## config.mk

```make
export PLATFORM = sky130hd
export DESIGN_NAME = round_robin_interval_scheduler_core_flat
export DESIGN_NICKNAME = d
export VERILOG_FILES = /design/src/sv/rris_pkg.sv /design/src/sv/rris_if.sv /design/src/sv/round_robin_interval_scheduler_core.sv /design/src/flat_wrapper.sv
export SDC_FILE = /design/constraint.sdc
export NUM_CORES = 1
export LEC_CHECK = 0
export BUFFER_PORTS_ARGS = -buffer_cell sky130_fd_sc_hd__buf_4
export CORE_ASPECT_RATIO = 0.9
export CORE_MARGIN = 2
export CORE_UTILIZATION = 50
export CTS_CLUSTER_SIZE = 30
export DETAILED_ROUTE_END_ITERATION = 8
export GPL_TIMING_DRIVEN = 0
export PLACE_DENSITY = 0.66
export SLEW_MARGIN = 10
export SYNTH_ARGS = -nofsm -noshare
export SYNTH_HDL_FRONTEND = slang
export SYNTH_SLANG_ARGS = --single-unit
```

## constraint.sdc

```tcl
create_clock -name clk -period 15.2 [get_ports clk]
set_input_delay 2.28 -clock clk [delete_from_list [all_inputs] [get_ports clk]]
set_output_delay 2.28 -clock clk [all_outputs]
set_load 0.05 [all_outputs]
```

## src/sv/rris_pkg.sv

```systemverilog
`timescale 1ns / 1ps
// ----------------------------------------------------------------------------
// rris_pkg
// shared types and codes for the round-robin interval scheduler
// ----------------------------------------------------------------------------
package rris_pkg;

  localparam int TIME_W     = 32;
  localparam int SLOT_OUT_W = 3;

  typedef logic [TIME_W-1:0]     time_t;
  typedef logic [SLOT_OUT_W-1:0] slot_out_t;

  typedef enum logic [0:0] {
    CMD_PUSH   = 1'b0,
    CMD_UPDATE = 1'b1
  } cmd_t;

  typedef enum logic [1:0] {
    STATUS_OK         = 2'd0,
    STATUS_FULL       = 2'd1,
    STATUS_EMPTY_RING = 2'd2
  } status_t;

endpackage

```

## src/sv/rris_if.sv

```systemverilog
`timescale 1ns / 1ps
// ----------------------------------------------------------------------------
// rris_in_if / rris_out_if
// valid/ready channels for command words and result words
// ----------------------------------------------------------------------------
interface rris_in_if import rris_pkg::*; ();
  logic  valid;
  logic  ready;
  cmd_t  command;
  time_t now_ms;
  time_t interval_ms;

  modport source (output valid, output command, output now_ms, output interval_ms,
                  input ready);
  modport sink   (input valid, input command, input now_ms, input interval_ms,
                  output ready);
endinterface

interface rris_out_if import rris_pkg::*; ();
  logic      valid;
  logic      ready;
  logic      fired;
  slot_out_t task_slot;
  status_t   status;
  logic      ring_empty;

  modport source (output valid, output fired, output task_slot, output status,
                  output ring_empty, input ready);
  modport sink   (input valid, input fired, input task_slot, input status,
                  input ring_empty, output ready);
endinterface

```

## src/sv/round_robin_interval_scheduler_core.sv

```systemverilog
`timescale 1ns / 1ps
// ----------------------------------------------------------------------------
// round_robin_interval_scheduler_core
// ring of task slots with interval and due time, push and update commands
// ----------------------------------------------------------------------------
// sequence: error words go from accept straight to S_RESP; push passes
//   S_PUSH_LINK, update passes S_UPD_CMP and, when the head fires, S_UPD_WR;
//   these states come from the registered reads of the slot memories and the
//   dependent next-slot -> interval read; a new command is taken only in S_IDLE,
//   and S_RESP waits while the previous result word sits unread at the output
// reset: head, tail, count, fsm and out valid clear; slot memories not cleared
module round_robin_interval_scheduler_core import rris_pkg::*; #(
  parameter int TASK_SLOTS = 8
) (
  input  logic          clk,
  input  logic          rst_n,
  rris_in_if.sink       in_ch,
  rris_out_if.source    out_ch
);

  localparam int SLOT_W = (TASK_SLOTS > 1) ? $clog2(TASK_SLOTS) : 1;
  localparam int CNT_W  = $clog2(TASK_SLOTS + 1);

  typedef logic [SLOT_W-1:0] slot_t;
  typedef logic [CNT_W-1:0]  cnt_t;

  typedef enum logic [2:0] {
    S_IDLE,
    S_PUSH_LINK,
    S_UPD_CMP,
    S_UPD_WR,
    S_RESP
  } state_t;

  // slot memories: interval, due time and ring link of each slot
  time_t iv_mem   [TASK_SLOTS];
  time_t due_mem  [TASK_SLOTS];
  slot_t next_mem [TASK_SLOTS];

  time_t iv_rd, due_rd;
  slot_t next_rd;

  // control and registered outputs
  state_t  state_r, state_nxt;
  slot_t   head_r, head_nxt;
  slot_t   tail_r, tail_nxt;
  cnt_t    count_r, count_nxt;
  slot_t   slot_r, slot_nxt;
  time_t   now_r, now_nxt;
  logic    res_fired_r, res_fired_nxt;
  slot_t   res_slot_r, res_slot_nxt;
  status_t res_status_r, res_status_nxt;

  logic      out_valid_r, out_valid_nxt;
  logic      out_fired_r, out_fired_nxt;
  slot_out_t out_slot_r, out_slot_nxt;
  status_t   out_status_r, out_status_nxt;
  logic      out_empty_r, out_empty_nxt;

  // memory write ports
  logic  iv_we, due_we, next_we;
  slot_t iv_waddr, due_waddr, next_waddr;
  time_t iv_wdata, due_wdata;
  slot_t next_wdata;

  logic  in_acc;
  logic  full;
  slot_t new_slot;

  assign in_ch.ready = (state_r == S_IDLE);
  assign in_acc      = in_ch.valid && in_ch.ready;
  assign full        = (count_r == CNT_W'(TASK_SLOTS));
  assign new_slot    = count_r[SLOT_W-1:0];

  always_comb begin
    state_nxt      = state_r;
    head_nxt       = head_r;
    tail_nxt       = tail_r;
    count_nxt      = count_r;
    slot_nxt       = slot_r;
    now_nxt        = now_r;
    res_fired_nxt  = res_fired_r;
    res_slot_nxt   = res_slot_r;
    res_status_nxt = res_status_r;

    out_valid_nxt  = out_valid_r && !out_ch.ready;
    out_fired_nxt  = out_fired_r;
    out_slot_nxt   = out_slot_r;
    out_status_nxt = out_status_r;
    out_empty_nxt  = out_empty_r;

    iv_we      = 1'b0;
    iv_waddr   = new_slot;
    iv_wdata   = in_ch.interval_ms;
    due_we     = 1'b0;
    due_waddr  = new_slot;
    due_wdata  = in_ch.now_ms + in_ch.interval_ms;
    next_we    = 1'b0;
    next_waddr = new_slot;
    next_wdata = (count_r == '0) ? new_slot : head_r;

    unique case (state_r)
      S_IDLE: begin
        if (in_acc) begin
          now_nxt        = in_ch.now_ms;
          res_fired_nxt  = 1'b0;
          res_slot_nxt   = '0;
          res_status_nxt = STATUS_OK;
          if (in_ch.command == CMD_PUSH) begin
            if (full) begin
              res_status_nxt = STATUS_FULL;
              state_nxt      = S_RESP;
            end else begin
              // store interval, due time and the link back to the head
              iv_we        = 1'b1;
              due_we       = 1'b1;
              next_we      = 1'b1;
              slot_nxt     = new_slot;
              res_slot_nxt = new_slot;
              state_nxt    = S_PUSH_LINK;
            end
          end else begin
            if (count_r == '0) begin
              res_status_nxt = STATUS_EMPTY_RING;
              state_nxt      = S_RESP;
            end else begin
              // due and next of the head are read at this edge
              res_slot_nxt = head_r;
              state_nxt    = S_UPD_CMP;
            end
          end
        end
      end
      S_PUSH_LINK: begin
        // link the new slot in after the tail
        if (count_r != '0) begin
          next_we    = 1'b1;
          next_waddr = tail_r;
          next_wdata = slot_r;
        end else begin
          head_nxt = slot_r;
        end
        tail_nxt  = slot_r;
        count_nxt = count_r + 1'b1;
        state_nxt = S_RESP;
      end
      S_UPD_CMP: begin
        if (now_r >= due_rd) begin
          // head fires, becomes the tail; interval of the new head is read
          res_fired_nxt = 1'b1;
          tail_nxt      = head_r;
          head_nxt      = next_rd;
          state_nxt     = S_UPD_WR;
        end else begin
          state_nxt = S_RESP;
        end
      end
      S_UPD_WR: begin
        due_we    = 1'b1;
        due_waddr = head_r;
        due_wdata = now_r + iv_rd;
        state_nxt = S_RESP;
      end
      S_RESP: begin
        if (!out_valid_r || out_ch.ready) begin
          out_valid_nxt  = 1'b1;
          out_fired_nxt  = res_fired_r;
          out_slot_nxt   = SLOT_OUT_W'(res_slot_r);
          out_status_nxt = res_status_r;
          out_empty_nxt  = (count_r == '0);
          state_nxt      = S_IDLE;
        end
      end
      default: state_nxt = S_IDLE;
    endcase
  end

  always_ff @(posedge clk) begin
    if (!rst_n) begin
      state_r     <= S_IDLE;
      head_r      <= '0;
      tail_r      <= '0;
      count_r     <= '0;
      out_valid_r <= 1'b0;
    end else begin
      state_r     <= state_nxt;
      head_r      <= head_nxt;
      tail_r      <= tail_nxt;
      count_r     <= count_nxt;
      out_valid_r <= out_valid_nxt;
    end
    slot_r       <= slot_nxt;
    now_r        <= now_nxt;
    res_fired_r  <= res_fired_nxt;
    res_slot_r   <= res_slot_nxt;
    res_status_r <= res_status_nxt;
    out_fired_r  <= out_fired_nxt;
    out_slot_r   <= out_slot_nxt;
    out_status_r <= out_status_nxt;
    out_empty_r  <= out_empty_nxt;
  end

  // interval memory, read at the link just fetched from the next memory
  always_ff @(posedge clk) begin
    if (iv_we) begin
      iv_mem[iv_waddr] <= iv_wdata;
    end
    iv_rd <= iv_mem[next_rd];
  end

  // due time memory, read at the head
  always_ff @(posedge clk) begin
    if (due_we) begin
      due_mem[due_waddr] <= due_wdata;
    end
    due_rd <= due_mem[head_r];
  end

  // ring link memory, read at the head
  always_ff @(posedge clk) begin
    if (next_we) begin
      next_mem[next_waddr] <= next_wdata;
    end
    next_rd <= next_mem[head_r];
  end

  assign out_ch.valid      = out_valid_r;
  assign out_ch.fired      = out_fired_r;
  assign out_ch.task_slot  = out_slot_r;
  assign out_ch.status     = out_status_r;
  assign out_ch.ring_empty = out_empty_r;

endmodule
```

## src/flat_wrapper.sv

```systemverilog
// flat-port wrapper written by rule: the top's interface ports become plain ports
module round_robin_interval_scheduler_core_flat import rris_pkg::*;
#(
  parameter int TASK_SLOTS = 8
)
  (clk, rst_n, in_ch_valid, in_ch_command, in_ch_now_ms, in_ch_interval_ms, in_ch_ready, out_ch_valid, out_ch_fired, out_ch_task_slot, out_ch_status, out_ch_ring_empty, out_ch_ready);
  rris_in_if in_ch_i ();
  rris_out_if out_ch_i ();
  input  logic clk;
  input  logic rst_n;
  input wire logic [$bits(in_ch_i.valid)-1:0] in_ch_valid;
  input wire logic [$bits(in_ch_i.command)-1:0] in_ch_command;
  input wire logic [$bits(in_ch_i.now_ms)-1:0] in_ch_now_ms;
  input wire logic [$bits(in_ch_i.interval_ms)-1:0] in_ch_interval_ms;
  output wire logic [$bits(in_ch_i.ready)-1:0] in_ch_ready;
  output wire logic [$bits(out_ch_i.valid)-1:0] out_ch_valid;
  output wire logic [$bits(out_ch_i.fired)-1:0] out_ch_fired;
  output wire logic [$bits(out_ch_i.task_slot)-1:0] out_ch_task_slot;
  output wire logic [$bits(out_ch_i.status)-1:0] out_ch_status;
  output wire logic [$bits(out_ch_i.ring_empty)-1:0] out_ch_ring_empty;
  input wire logic [$bits(out_ch_i.ready)-1:0] out_ch_ready;
  assign in_ch_i.valid = in_ch_valid;
  assign in_ch_i.command = in_ch_command;
  assign in_ch_i.now_ms = in_ch_now_ms;
  assign in_ch_i.interval_ms = in_ch_interval_ms;
  assign in_ch_ready = in_ch_i.ready;
  assign out_ch_valid = out_ch_i.valid;
  assign out_ch_fired = out_ch_i.fired;
  assign out_ch_task_slot = out_ch_i.task_slot;
  assign out_ch_status = out_ch_i.status;
  assign out_ch_ring_empty = out_ch_i.ring_empty;
  assign out_ch_i.ready = out_ch_ready;
  round_robin_interval_scheduler_core #(.TASK_SLOTS(TASK_SLOTS)) u_core (.clk(clk), .rst_n(rst_n), .in_ch(in_ch_i), .out_ch(out_ch_i));
endmodule
```

==> impl_metrics.toml <==
[run_status]
status = "finished clean"

[yosys]
ys_types = 82
avgSynthCellArea_um2 = 16.9
syn_inst = 1670
ys.flop_type = "edfxtp_1"
synth-seq-area-share = 0.679
synth_area_um2 = 28200
syn_nets = 1837
synthSimpleGateAreaFrac = 0.0437
synth_top_family_by_area = "multiplexers"
synth-xor-area-share = 0.0152
synthMuxAreaShare = 0.138
yosys.area_share.adder = 0.0440
synth_edf_count = 584
ys_ff_latch = 665
yosysWarnings = 0
synth_compound_area_frac = 0.0633
async_flop_share = 0

[cells_and_area]
num-fill-cells = 4116
seq_area_um2 = 19200
layout.nets = 2005
area_growth_pct = 15.8
multiInputGateArea_um2 = 8700
drive_gt1_frac = 0.238
antenna_cells = 0
utilization = 0.587
layout.cells.non_filler = 2651

[timing]
fin_crit_ns = 5.21
setup_viol = 0
rsz0062_at_grt = "false"
hold_violations = 0
tns_ns = 0
relSlewSlack = 0.155
finalCritPeriodShare = 0.343
fin_skew_ns = 0.0230
hold_slack_ns = 0.418
tightestPinTransition_ns = 1.26
fmax_mhz = 192
slew_viol_final = 0
setup_ws_ns = 9.99

[worst_setup_path]
cp.arrival_ns = 5.49
reg2reg_depth = 10
critPathRequiredTime_ns = 15.48
path_max_fanout = 10
r2r_slack_ns = 11.13
critPathKind = "in2reg"
critPathLaunchType = "primary input"
crit_path_end_kind = "flop"
r2r-end = "u_core.due_mem[5][13]"
cp-endpoint = "u_core.due_mem[1][29]"
r2r-start = "u_core.count_r[1]"
crit_start = "in_ch_interval_ms[1]"

[global_route]
antenna_found_initial = 0
grt_max_degree = 32
grt_pass1_vias = 16096
grt_pass1_wl_mm = 97.5
track_usage = 0.228
grt_overflow_total = 0

[job]
max-cap-violations = 0

[detailed_routing]
first_iter_violations = 1532
remaining_drc_errors = 0
avgViaCountPerCell = 5.87
post_drt_wl_per_cell_um = 24.4
wl_mm = 64.7
ant_nets = 0
vias = 15563
drt_first_pass_iters = 5

[cts]
cts-hold-fix-buffers = 0
cts_buffer_depth = 3
ctsResizeCount = 0
clock-sinks = 665
root_buffer = "clkbuf_16"
path_clk_slew_ns = 0.06
htreeDepth = 3
cts_tree = "done"
clk_latency_ns = 0.62
post_cts_buffers = 0
cts_made_buffers = 71

[floorplan]
die_area_um2 = 58400
die_h_um = 229
start_util = 0.507
std_cell_rows = 82
die_x_um = 254
coreArea_um2 = 55700
top_level_ports = 78

[place]
dp_hpwl_mm = 45.8
port_buffers = 76
placed_cells_incl_taps = 2521
pre_cts_slack_ns = 9.38
globalplace.congestion = 0.921

[pwr]
peakVddDrop_uv = 108
powerDensity_nw_per_um2 = 135
p_leak_nw = 11.2

[min_path]
min_path_type = "reg2reg"
-- state kept, by name (all words and copies together), names as in the netlist, 4 cells and up --
signal and flops:
u_core.count_r 4, u_core.now_r 32, u_core.due_rd 32, u_core.iv_mem 256
u_core.next_mem 24, u_core.due_mem 256, u_core.iv_rd 32
-- Yosys cell counts (5+ instances only) --
cell	count	area share
nand2_1	66	0.0088
mux2_2	68	0.027
nand2b_1	15	0.0033
edfxtp_1	584	0.62
a211oi_1	11	0.0029
a21oi_1	83	0.015
buf_2	6	0.0011
xnor2_1	33	0.010
nor3_1	18	0.0032
o21ai_1	6	0.0011
nor4_1	6	0.0013
inv_1	59	0.0078
clkbuf_1	36	0.0048
a31oi_1	11	0.0024
nor2_1	72	0.0096
a21o_1	36	0.0096
nand4_1	10	0.0022
and3_1	7	0.0016
buf_1	12	0.0016
o21bai_1	7	0.0019
o21ai_0	44	0.0078
ha_1	96	0.043
xor2_1	16	0.0050
o41ai_1	5	0.0016
mux4_2	134	0.11
nor2b_1	8	0.0018
or3_1	6	0.0013
mux2i_1	11	0.0039
dfxtp_1	81	0.057
and2_1	7	0.0016
o211ai_1	9	0.0024
nand3_1	28	0.0050
o31a_1	5	0.0016
-- kinds of logic (layout without fill, tap and decap cells) --
logic type,count (synthesis),count (layout)
buffers and inverters,118,343
AND/OR/NAND/NOR,258,258
flip-flops,665,665
adder cells (fa/ha/maj),98,98
multiplexers,213,213
AO/OA/AOI/OAI,269,269
XOR/XNOR,49,49
-- how the worst min path moves through the flow --
stage,from,slack (ns),cells after the start,to
after floorplan,u_core.res_fired_r,0.40,0,u_core.out_ch.fired
after global placement,u_core.res_slot_r[0],0.40,0,u_core.out_ch.task_slot[0]
after detailed placement,u_core.res_slot_r[1],0.41,0,u_core.out_ch.task_slot[1]
after CTS,u_core.res_slot_r[1],0.42,0,u_core.out_ch.task_slot[1]
after global routing,u_core.res_slot_r[1],0.42,0,u_core.out_ch.task_slot[1]
final,u_core.res_slot_r[1],0.42,0,u_core.out_ch.task_slot[1]
-- per-stage QoR --
stage | area [um^2] | total power, mW
2_1_floorplan | 28200 | 2.51
3_3_place_gp | 29700 | 2.67
3_5_place_dp | 30300 | 2.69
4_1_cts | 32700 | 4.42
5_1_grt | 32700 | 4.55
6_report | 32700 | 4.40
-- power by group --
part / switching, mW / internal (mW)
clock network: 0.690 / 1.04
logic: 0.328 / 0.228
registers: 0.0303 / 2.08
total: 1.05 / 3.35
-- cell type report --
| cell class | instances | share of cell area |
|---|---|---|
| flip-flops and latches | 665 | 0.586 |
| multi-input cells | 887 | 0.266 |
| clock buffers | 90 | 0.0594 |
| repair buffers | 95 | 0.0314 |
| well taps | 756 | 0.0289 |
| clock inverters | 40 | 0.0130 |
| plain buffers | 58 | 0.00789 |
| inverters | 60 | 0.00689 |
-- cells in the final DEF (no fill, tap or decap), types with 10 or more instances in the layout --
cell | synthesis | routed
a211oi_1 | 11 | 11
clkbuf_1 | 36 | 49
a21oi_1 | 83 | 79
clkbuf_16 | 0 | 74
a21o_1 | 36 | 36
buf_4 | 1 | 77
nand2_1 | 66 | 66
mux2i_1 | 11 | 11
edfxtp_1 | 584 | 584
nand2b_1 | 15 | 15
nor3_1 | 18 | 18
dfxtp_1 | 81 | 81
clkinv_1 | 1 | 11
nor2_1 | 72 | 65
mux2_2 | 68 | 68
nand3_1 | 28 | 28
inv_1 | 59 | 55
xnor2_1 | 33 | 33
mux4_2 | 134 | 134
o21ai_0 | 44 | 44
buf_1 | 12 | 12
ha_1 | 96 | 96
nand4_1 | 10 | 10
clkinv_2 | 0 | 12
a31oi_1 | 11 | 11
xor2_1 | 16 | 16
buf_16 | 0 | 10
-- routing by layer --
layer  vias up  global-route usage  part of all wire
li1       6995                   -                 -
met1      8022               0.324              0.44
met2       451               0.357              0.47
met3        95              0.0446             0.061
met4         0              0.0741             0.024
met5         -                   0                 0
-- critical path: stages --
cell and delay (ns):
buf_4 0.16, ha_1 0.32, a211oi_1 0.41, nor4_1 0.12, nor2_1 0.20, a211oi_1 0.13, o21ai_0 0.46, o2111ai_1 0.30
a31oi_1 0.27, xnor2_1 0.10, o21ai_0 0.73
(Power assumes the default switching activity.)
